===== config.mk =====
export PLATFORM = sky130hd
export DESIGN_NAME = md5_hash_engine
export DESIGN_NICKNAME = d
export VERILOG_FILES = /design/src/rtl/md5_pkg.sv /design/src/rtl/md5_compress.sv /design/src/rtl/md5_hash_engine.sv
export SDC_FILE = /design/constraint.sdc
export NUM_CORES = 2
export LEC_CHECK = 0
export ABC_CLOCK_PERIOD_IN_PS = 29600
export BUFFER_PORTS_ARGS = -buffer_cell sky130_fd_sc_hd__buf_2
export CAP_MARGIN = 40
export CELL_PAD_IN_SITES_DETAIL_PLACEMENT = 2
export CELL_PAD_IN_SITES_GLOBAL_PLACEMENT = 2
export CORE_MARGIN = 2
export CORE_UTILIZATION = 45
export CTS_CLUSTER_SIZE = 40
export DETAILED_ROUTE_END_ITERATION = 6
export GPL_TIMING_DRIVEN = 0
export PLACE_DENSITY = 0.85
export SLEW_MARGIN = 25
export SYNTH_ARGS = -nofsm -noshare
export SYNTH_HDL_FRONTEND = slang
export SYNTH_MEMORY_MAX_BITS = 65536
export SYNTH_SLANG_ARGS = --single-unit

===== constraint.sdc =====
create_clock -name clk -period 29.6 [get_ports clk]
set_input_delay 0 -clock clk [delete_from_list [all_inputs] [get_ports clk]]
set_output_delay 0 -clock clk [all_outputs]
set_load 0.02 [all_outputs]

===== src/rtl/md5_pkg.sv =====
package md5_pkg;

  // Standard initial chaining values.
  localparam logic [31:0] IV_A = 32'h67452301;
  localparam logic [31:0] IV_B = 32'hefcdab89;
  localparam logic [31:0] IV_C = 32'h98badcfe;
  localparam logic [31:0] IV_D = 32'h10325476;

  // Padding marker byte and the last word position inside a block.
  localparam logic [7:0] PAD_BYTE      = 8'h80;
  localparam logic [3:0] LEN_LO_WORD   = 4'd14;
  localparam logic [3:0] LAST_WORD_IDX = 4'd15;
  localparam logic [5:0] LAST_ROUND    = 6'd63;
  localparam logic [2:0] FULL_COUNT    = 3'd4;
  localparam logic [1:0] LAST_DIGEST   = 2'd3;

  typedef logic [3:0][31:0] word4_t;

  typedef struct packed {
    logic [31:0] data_word;
    logic [2:0]  byte_count;
    logic        last_item;
  } in_item_t;

  typedef struct packed {
    logic [31:0] digest_word;
    logic [1:0]  word_index;
    logic        last_word;
  } out_item_t;

  typedef enum logic [1:0] {
    ST_IDLE,
    ST_PAD,
    ST_COMP,
    ST_OUT
  } state_t;

  // Status of the compression unit as seen by the sequencer.
  typedef struct packed {
    logic busy;
    logic done;
  } cmp_status_t;

  // Additive constant of each round.
  function automatic logic [31:0] round_const(input logic [5:0] rnd);
    logic [31:0] k;
    unique case (rnd)
      6'd0:  k = 32'hd76aa478;  6'd1:  k = 32'he8c7b756;
      6'd2:  k = 32'h242070db;  6'd3:  k = 32'hc1bdceee;
      6'd4:  k = 32'hf57c0faf;  6'd5:  k = 32'h4787c62a;
      6'd6:  k = 32'ha8304613;  6'd7:  k = 32'hfd469501;
      6'd8:  k = 32'h698098d8;  6'd9:  k = 32'h8b44f7af;
      6'd10: k = 32'hffff5bb1;  6'd11: k = 32'h895cd7be;
      6'd12: k = 32'h6b901122;  6'd13: k = 32'hfd987193;
      6'd14: k = 32'ha679438e;  6'd15: k = 32'h49b40821;
      6'd16: k = 32'hf61e2562;  6'd17: k = 32'hc040b340;
      6'd18: k = 32'h265e5a51;  6'd19: k = 32'he9b6c7aa;
      6'd20: k = 32'hd62f105d;  6'd21: k = 32'h02441453;
      6'd22: k = 32'hd8a1e681;  6'd23: k = 32'he7d3fbc8;
      6'd24: k = 32'h21e1cde6;  6'd25: k = 32'hc33707d6;
      6'd26: k = 32'hf4d50d87;  6'd27: k = 32'h455a14ed;
      6'd28: k = 32'ha9e3e905;  6'd29: k = 32'hfcefa3f8;
      6'd30: k = 32'h676f02d9;  6'd31: k = 32'h8d2a4c8a;
      6'd32: k = 32'hfffa3942;  6'd33: k = 32'h8771f681;
      6'd34: k = 32'h6d9d6122;  6'd35: k = 32'hfde5380c;
      6'd36: k = 32'ha4beea44;  6'd37: k = 32'h4bdecfa9;
      6'd38: k = 32'hf6bb4b60;  6'd39: k = 32'hbebfbc70;
      6'd40: k = 32'h289b7ec6;  6'd41: k = 32'heaa127fa;
      6'd42: k = 32'hd4ef3085;  6'd43: k = 32'h04881d05;
      6'd44: k = 32'hd9d4d039;  6'd45: k = 32'he6db99e5;
      6'd46: k = 32'h1fa27cf8;  6'd47: k = 32'hc4ac5665;
      6'd48: k = 32'hf4292244;  6'd49: k = 32'h432aff97;
      6'd50: k = 32'hab9423a7;  6'd51: k = 32'hfc93a039;
      6'd52: k = 32'h655b59c3;  6'd53: k = 32'h8f0ccc92;
      6'd54: k = 32'hffeff47d;  6'd55: k = 32'h85845dd1;
      6'd56: k = 32'h6fa87e4f;  6'd57: k = 32'hfe2ce6e0;
      6'd58: k = 32'ha3014314;  6'd59: k = 32'h4e0811a1;
      6'd60: k = 32'hf7537e82;  6'd61: k = 32'hbd3af235;
      6'd62: k = 32'h2ad7d2bb;  6'd63: k = 32'heb86d391;
      default: k = 32'h0;
    endcase
    return k;
  endfunction

  // Left rotate amount: four per quarter, repeating within a quarter.
  function automatic logic [4:0] rot_amount(input logic [5:0] rnd);
    logic [4:0] s;
    unique case ({rnd[5:4], rnd[1:0]})
      4'd0:  s = 5'd7;   4'd1:  s = 5'd12;  4'd2:  s = 5'd17;  4'd3:  s = 5'd22;
      4'd4:  s = 5'd5;   4'd5:  s = 5'd9;   4'd6:  s = 5'd14;  4'd7:  s = 5'd20;
      4'd8:  s = 5'd4;   4'd9:  s = 5'd11;  4'd10: s = 5'd16;  4'd11: s = 5'd23;
      4'd12: s = 5'd6;   4'd13: s = 5'd10;  4'd14: s = 5'd15;  4'd15: s = 5'd21;
      default: s = 5'd0;
    endcase
    return s;
  endfunction

  // Message word used by each round; the quarter selects the formula, which
  // works on the low four bits of the round number modulo sixteen.
  function automatic logic [3:0] msg_index(input logic [5:0] rnd);
    logic [3:0] r;
    logic [3:0] g;
    r = rnd[3:0];
    unique case (rnd[5:4])
      2'd0:    g = r;
      2'd1:    g = (r * 4'd5) + 4'd1;
      2'd2:    g = (r * 4'd3) + 4'd5;
      default: g = r * 4'd7;
    endcase
    return g;
  endfunction

  // Nonlinear round function of each quarter.
  function automatic logic [31:0] round_fn(input logic [5:0] rnd, input logic [31:0] b,
                                           input logic [31:0] c, input logic [31:0] d);
    logic [31:0] f;
    unique case (rnd[5:4])
      2'd0:    f = (b & c) | (~b & d);
      2'd1:    f = (b & d) | (c & ~d);
      2'd2:    f = b ^ c ^ d;
      default: f = c ^ (b | ~d);
    endcase
    return f;
  endfunction

endpackage


===== src/rtl/md5_compress.sv =====
module md5_compress (
  input  logic                 clk,
  input  logic                 rst,
  input  logic                 start,
  input  md5_pkg::word4_t      chain_in,
  input  logic [31:0]          m_word,
  output logic [3:0]           rd_idx,
  output md5_pkg::cmp_status_t stat,
  output md5_pkg::word4_t      result
);

  logic        running;
  logic        done;
  logic [5:0]  round;
  logic [31:0] a, b, c, d;
  logic [31:0] km;
  logic [5:0]  next_round;
  logic [31:0] f_val;
  logic [31:0] sum;
  logic [4:0]  shamt;
  logic [31:0] rotated;

  // The round after this one selects the message word fetched now, so the
  // constant plus message word for that round is registered before it begins.
  assign next_round = start ? 6'd0 : round + 6'd1;
  assign rd_idx     = md5_pkg::msg_index(next_round);

  // One round of the shared datapath.
  always_comb begin
    f_val   = md5_pkg::round_fn(round, b, c, d);
    sum     = a + f_val + km;
    shamt   = md5_pkg::rot_amount(round);
    rotated = (sum << shamt) | (sum >> (6'd32 - {1'b0, shamt}));
  end

  // Round counter and working registers.
  always_ff @(posedge clk) begin
    if (rst) begin
      running <= 1'b0;
      done    <= 1'b0;
      round   <= 6'd0;
    end else begin
      done <= 1'b0;
      if (start) begin
        running <= 1'b1;
        round   <= 6'd0;
        a       <= chain_in[0];
        b       <= chain_in[1];
        c       <= chain_in[2];
        d       <= chain_in[3];
        km      <= md5_pkg::round_const(next_round) + m_word;
      end else if (running) begin
        a     <= d;
        b     <= b + rotated;
        c     <= b;
        d     <= c;
        km    <= md5_pkg::round_const(next_round) + m_word;
        round <= next_round;
        if (round == md5_pkg::LAST_ROUND) begin
          running <= 1'b0;
          done    <= 1'b1;
        end
      end
    end
  end

  assign stat.busy = running;
  assign stat.done = done;
  assign result    = {d, c, b, a};

  // A new block is never started while rounds are still in flight.
  assert property (@(posedge clk) disable iff (rst) start |-> !running)
    else $error("compression started while busy");

  // Completion follows the final round directly.
  assert property (@(posedge clk) disable iff (rst)
    done |-> ($past(running) && $past(round) == md5_pkg::LAST_ROUND))
    else $error("done without a final round");

  // Rounds advance one per cycle without gaps.
  assert property (@(posedge clk) disable iff (rst)
    (running && round != md5_pkg::LAST_ROUND) |=> (running && round == $past(round) + 6'd1))
    else $error("round counter skipped");

endmodule


===== src/rtl/md5_hash_engine.sv =====
// A word that does not complete a block is taken while the engine is idle. A word
// that completes a block starts the single round unit, which runs its 64 rounds;
// the unit then reports completion and the result folds into the chain.
// The engine takes no new word while a block is being padded or compressed.
// A last word adds up to 2 padded blocks, then four digest transactions.
// Reset (synchronous, active high) restores the initial chain, zero length and fill.
module md5_hash_engine (
  input  logic                clk,
  input  logic                rst,
  input  logic                item_valid,
  output logic                item_ready,
  input  md5_pkg::in_item_t   item,
  output logic                result_valid,
  input  logic                result_ready,
  output md5_pkg::out_item_t  result
);

  md5_pkg::state_t      state, state_next;
  md5_pkg::word4_t      chain;
  md5_pkg::word4_t      cmp_result;
  md5_pkg::cmp_status_t cmp_stat;
  logic [31:0]          blk [16];
  logic [3:0]           widx;
  logic [3:0]           rd_idx;
  logic [63:0]          length;
  logic                 pad_done;
  logic                 len_lo;
  logic                 tail;
  logic                 final_blk;
  logic [1:0]           oidx;
  logic                 in_acc;
  logic                 out_acc;
  logic [2:0]           count_eff;
  logic [31:0]          in_word;
  logic [31:0]          pad_word;
  logic                 wr_en;
  logic [31:0]          wr_word;
  logic                 start_cmp;

  assign in_acc  = item_valid && item_ready;
  assign out_acc = result_valid && result_ready;

  // Short counts apply only to the last word; anything above four saturates.
  always_comb begin
    if (!item.last_item || item.byte_count > md5_pkg::FULL_COUNT) begin
      count_eff = md5_pkg::FULL_COUNT;
    end else begin
      count_eff = item.byte_count;
    end
    case (count_eff)
      3'd0:    in_word = {24'h0, md5_pkg::PAD_BYTE};
      3'd1:    in_word = {16'h0, md5_pkg::PAD_BYTE, item.data_word[7:0]};
      3'd2:    in_word = {8'h0, md5_pkg::PAD_BYTE, item.data_word[15:0]};
      3'd3:    in_word = {md5_pkg::PAD_BYTE, item.data_word[23:0]};
      default: in_word = item.data_word;
    endcase
  end

  // Padding words: marker, zeros, then the bit length in the last two words.
  always_comb begin
    if (!pad_done) begin
      pad_word = {24'h0, md5_pkg::PAD_BYTE};
    end else if (widx == md5_pkg::LEN_LO_WORD) begin
      pad_word = length[31:0];
    end else if (widx == md5_pkg::LAST_WORD_IDX && len_lo) begin
      pad_word = length[63:32];
    end else begin
      pad_word = 32'h0;
    end
  end

  assign wr_en     = (state == md5_pkg::ST_IDLE && in_acc) || state == md5_pkg::ST_PAD;
  assign wr_word   = (state == md5_pkg::ST_PAD) ? pad_word : in_word;
  assign start_cmp = wr_en && widx == md5_pkg::LAST_WORD_IDX;

  // Block buffer.
  always_ff @(posedge clk) begin
    if (wr_en) begin
      blk[widx] <= wr_word;
    end
  end

  md5_compress u_compress (
    .clk      (clk),
    .rst      (rst),
    .start    (start_cmp),
    .chain_in (chain),
    .m_word   (blk[rd_idx]),
    .rd_idx   (rd_idx),
    .stat     (cmp_stat),
    .result   (cmp_result)
  );

  // Sequencer next state.
  always_comb begin
    state_next = state;
    unique case (state)
      md5_pkg::ST_IDLE: begin
        if (in_acc) begin
          if (widx == md5_pkg::LAST_WORD_IDX) begin
            state_next = md5_pkg::ST_COMP;
          end else if (item.last_item) begin
            state_next = md5_pkg::ST_PAD;
          end
        end
      end
      md5_pkg::ST_PAD: begin
        if (widx == md5_pkg::LAST_WORD_IDX) begin
          state_next = md5_pkg::ST_COMP;
        end
      end
      md5_pkg::ST_COMP: begin
        if (cmp_stat.done) begin
          if (final_blk) begin
            state_next = md5_pkg::ST_OUT;
          end else if (tail) begin
            state_next = md5_pkg::ST_PAD;
          end else begin
            state_next = md5_pkg::ST_IDLE;
          end
        end
      end
      md5_pkg::ST_OUT: begin
        if (out_acc && oidx == md5_pkg::LAST_DIGEST) begin
          state_next = md5_pkg::ST_IDLE;
        end
      end
      default: state_next = md5_pkg::ST_IDLE;
    endcase
  end

  // Handshake outputs.
  always_comb begin
    item_ready         = (state == md5_pkg::ST_IDLE);
    result_valid       = (state == md5_pkg::ST_OUT);
    result.digest_word = chain[oidx];
    result.word_index  = oidx;
    result.last_word   = (oidx == md5_pkg::LAST_DIGEST);
  end

  // Sequencer, chain, length and fill registers.
  always_ff @(posedge clk) begin
    if (rst) begin
      state     <= md5_pkg::ST_IDLE;
      chain     <= {md5_pkg::IV_D, md5_pkg::IV_C, md5_pkg::IV_B, md5_pkg::IV_A};
      widx      <= 4'd0;
      length    <= 64'd0;
      pad_done  <= 1'b0;
      len_lo    <= 1'b0;
      tail      <= 1'b0;
      final_blk <= 1'b0;
      oidx      <= 2'd0;
    end else begin
      state <= state_next;
      if (wr_en) begin
        widx <= widx + 4'd1;
      end
      if (start_cmp) begin
        final_blk <= (state == md5_pkg::ST_PAD) && pad_done && len_lo;
      end
      // Word taken from the input side.
      if (state == md5_pkg::ST_IDLE && in_acc) begin
        length   <= length + {58'd0, count_eff, 3'd0};
        tail     <= item.last_item;
        pad_done <= (count_eff != md5_pkg::FULL_COUNT);
        len_lo   <= 1'b0;
      end
      // Padding progress.
      if (state == md5_pkg::ST_PAD) begin
        if (!pad_done) begin
          pad_done <= 1'b1;
        end else if (widx == md5_pkg::LEN_LO_WORD) begin
          len_lo <= 1'b1;
        end
      end
      // Fold the finished block into the chain.
      if (state == md5_pkg::ST_COMP && cmp_stat.done) begin
        chain[0] <= chain[0] + cmp_result[0];
        chain[1] <= chain[1] + cmp_result[1];
        chain[2] <= chain[2] + cmp_result[2];
        chain[3] <= chain[3] + cmp_result[3];
      end
      // Digest transactions; the last one restores the initial values.
      if (out_acc) begin
        oidx <= oidx + 2'd1;
        if (oidx == md5_pkg::LAST_DIGEST) begin
          chain     <= {md5_pkg::IV_D, md5_pkg::IV_C, md5_pkg::IV_B, md5_pkg::IV_A};
          widx      <= 4'd0;
          length    <= 64'd0;
          pad_done  <= 1'b0;
          len_lo    <= 1'b0;
          tail      <= 1'b0;
          final_blk <= 1'b0;
        end
      end
    end
  end

  // The digest is only shown after a complete, fully padded block.
  assert property (@(posedge clk) disable iff (rst)
    (state == md5_pkg::ST_OUT) |-> (widx == 4'd0 && pad_done && len_lo && !cmp_stat.busy))
    else $error("digest shown before padding finished");

  // The final digest word returns the engine to its initial state.
  assert property (@(posedge clk) disable iff (rst)
    (out_acc && result.last_word) |=> (state == md5_pkg::ST_IDLE && length == 64'd0))
    else $error("engine not reinitialized after digest");

  // Waiting for compression only happens while the unit is working or finishing.
  assert property (@(posedge clk) disable iff (rst)
    (state == md5_pkg::ST_COMP) |-> (cmp_stat.busy || cmp_stat.done))
    else $error("waiting on an idle compression unit");

endmodule

==> results_dict.tcl <==
set metrics [dict create \
    min_from "item[33]" \
    maxSlewHeadroom_pct -3.37 \
    violations "DRC, capacitance limit, slew limit" \
    htreeDepth 3 \
    maxCapViolCount 1 \
    viasPerCell 7.40 \
    final_area_um2 63000 \
    critPathLaunch "widx[0]" \
    grt_overflow 0 \
    cellPowerDensity_nw_per_um2 46.6 \
    synthFlopType "edfxtp_1" \
    reg2reg_from "widx[0]" \
    die-area_um2 125000 \
    status "finished with violations" \
    fin_util_pct 51.8 \
    slowest_delay_ns 1.24 \
    antenna_found_initial 52 \
    cts_resized 0 \
    cts_tree "yes" \
    nets 6094 \
    tightestPinTransition_ns 1.54 \
    grt_usage_pct 48.0 \
    die_y_um 354 \
    cp.arrival_ns 14.13 \
    final-seq-area_um2 24500 \
    ys_seq_elements 886 \
    syn_nets 5778 \
    final_max_slew_viol_count 2 \
    area_growth_pct 14.3 \
    worst-path-buf-inv 9 \
    multi_input_area_um2 28700 \
    post-route-period-util_pct 46.5 \
    synth_cells 5430 \
    power.internal_mw 2.15 \
    rsz0062_at_grt "no" \
    p_sw_mw 0.794 \
    avgSynthCellArea_um2 10.2 \
    clkTransAtPathRegs_ns 0.08 \
    cts_setup_buffers 0 \
    crit_slowest_cell "a211oi_1" \
    finalSetupTns_ns 0 \
    clock.fmax_mhz 72.7 \
    cellLeakagePower_nw 23.6 \
    portBuffers 75 \
    antenna_left 0 \
    ioPinCount 77 \
    ys_warn_count 0 \
    period_minus_slack_ns 13.76 \
    final_cells 7476 \
    finClkSkew_ns 0.0826 \
    dp_cells 7205 \
    cp_common_cell "clkbuf_1" \
    synth-seq-area-share_pct 44.4 \
    fin_total_pwr_mw 2.94 \
    hp-class "input pin to flip-flop" \
    firstDrtPassIters 7 \
    num_vias 55300 \
    fillCellCount 12300 \
    crit_required_ns 29.97 \
    numClockSinks 886 \
    combPwrFrac_pct 5.5 \
    rows 128 \
    ir_drop_mv 0.0630 \
    worstSkewPairLatency_ns 0.79 \
    cts_made_buffers 96 \
    wl_per_cell_um 43.5 \
    synth_cell_type_count 100 \
    power.share.sequential_pct 46.8 \
    die_w_um 354 \
    path_delay_family "compound AO/OA/AOI/OAI gates" \
    cts-root-buf "clkbuf_16" \
    grt_pass1_vias 56300 \
    clkPwrFrac_pct 47.7 \
    crit_path_start_kind "flip-flop" \
    finalHoldViolations 0 \
    dp_hpwl_um 201000 \
    place_area_um2 58800 \
    drc_errors 13 \
    cts.path.max_buffers 3 \
    cp-end-kind "flip-flop" \
    drt_iter0_markers 8114 \
    async_reset_ff_share_pct 0 \
    grt_max_degree 28 \
    setup_viol 0 \
    synth_edf_count 672 \
    syn_area_um2 55100 \
    critPathKind "flip-flop to flip-flop" \
    wl_um 326000 \
    cp_max_fo 11 \
    core_area_um2 122000 \
    routabilityCongestion 1.01 \
    drive_above_1_share_pct 11.6 \
    start_util_pct 45.3 \
    netSwitchingFraction_pct 27.0 \
    postCtsHoldBufs 10 \
    grt_pass1_wl_um 430000 \
]
[Yosys cell counts (34+ instances only)]
master	number	area [um^2]
inv_1	249	935
nor2b_1	38	238
o211ai_1	80	601
nand2_1	778	2920
ha_1	264	3300
xnor2_1	142	1240
nand3_1	139	696
a21oi_1	405	2030
o21ai_0	311	1560
fa_1	44	881
clkbuf_1	228	856
o221ai_1	44	385
o22a_1	34	298
a21o_1	105	788
mux4_2	171	3850
mux2i_1	80	801
a211oi_1	83	623
xor2_1	143	1250
edfxtp_1	672	20200
nand2b_1	48	300
and3_1	40	250
a31oi_1	98	613
nor2_1	354	1330
dfxtp_1	214	4280
and2_1	42	263
buf_1	43	161
nor3_1	75	375
[registers in the layout, summed over array words and instances (netlist names), 5 cells and up]
register,count
u_compress.round,6
chain,128
length,61
u_compress.shamt,5
u_compress.a,32
u_compress.c,32
u_compress.d,32
u_compress.km,32
blk,512
u_compress.b,32
[per-layer routing]
layer  global-route usage, %  share of wire (%)
met1                    52.0                 32
met2                    74.4                 43
met3                    16.4                 13
met4                    43.7                 12
met5                       0               0.10
[final cells by class]
class | instances | area share [%]
Antenna cell | 23 | 0.0913
Buffer | 306 | 1.95
Clock buffer | 138 | 4.40
Clock inverter | 42 | 0.939
Inverter | 253 | 1.51
Multi-Input combinational cell | 3985 | 45.6
Sequential cell | 886 | 38.8
Tap cell | 1625 | 3.23
Timing Repair Buffer | 218 | 3.50
[path summary, 6_finish.rpt]
path                            end  slack [ns]  depth (start not counted)
setup / recovery  u_compress.km[16]       15.84                         33
hold / removal           blk[2][29]        0.09                          3
setup reg to reg  u_compress.km[16]       15.84                         33
hold reg to reg            chain[6]        0.52                          2
[worst reg2reg max path, delay by kind of cell (launching register included)]
family | cells | cell delay (ns)
AOI/OAI and AO/OA | 11 | 4.38
buffers and inverters | 9 | 4.22
adders and majority gates | 5 | 2.17
and+or+nand+nor | 6 | 1.83
DFF | 1 | 0.42
xor gates and xnor gates | 2 | 0.34
[through the flow]
step                hold WS, ns  worst slack, ns
finish                   0.0930            15.84
global route             0.0672            15.78
CTS                      0.0472            17.24
detailed placement        0.300            17.63
global placement          0.267            14.87
floorplan                 0.136            20.23
[power by group through the flow]
| stage | registers [mW] | clock network [mW] | logic (mW) |
|---|---|---|---|
| 2_1_floorplan | 1.39 | 0 | 0.0597 |
| 3_3_place_gp | 1.39 | 0 | 0.101 |
| 3_5_place_dp | 1.40 | 0 | 0.124 |
| 4_1_cts | 1.37 | 1.35 | 0.135 |
| 5_1_grt | 1.37 | 1.41 | 0.157 |
| 6_report | 1.38 | 1.40 | 0.163 |
[placed cells by master (no fill, tap or decap), types with 27 or more instances in the layout]
master,netlist,layout
o211ai_1,80,80
inv_1,249,249
nor2b_1,38,38
a21o_1,105,105
nor2_1,354,341
xnor2_1,142,142
o21a_1,33,33
xor2_1,143,143
ha_1,264,264
a222oi_1,27,27
nand2_1,778,778
buf_6,1,50
nand2b_1,48,48
mux2i_1,80,80
clkbuf_16,0,98
buf_2,30,111
o22a_1,34,34
buf_1,43,41
maj3_1,30,30
dfxtp_1,214,214
and3_1,40,40
a211oi_1,83,83
edfxtp_1,672,672
a21oi_1,405,403
clkbuf_1,228,233
mux4_2,171,171
fa_1,44,44
o21ai_0,311,309
nor3_1,75,68
o22ai_1,28,28
and2_1,42,42
o221ai_1,44,43
nand3_1,139,139
a31oi_1,98,93
[logic make-up (layout without fill, tap and decap cells)]
| group | after synthesis | in the layout | share of synthesized area [%] |
|---|---|---|---|
| compound gates | 1454 | 1454 | 17.1 |
| fa+ha+maj | 338 | 338 | 8.14 |
| flops | 886 | 886 | 44.4 |
| mux | 271 | 271 | 8.86 |
| buf+inv | 559 | 957 | 3.91 |
| simple gates | 1636 | 1636 | 13.1 |
| xor+xnor | 286 | 286 | 4.57 |
| other cells | 0 | 23 | 0 |
Power figures use the tool's default switching activity.
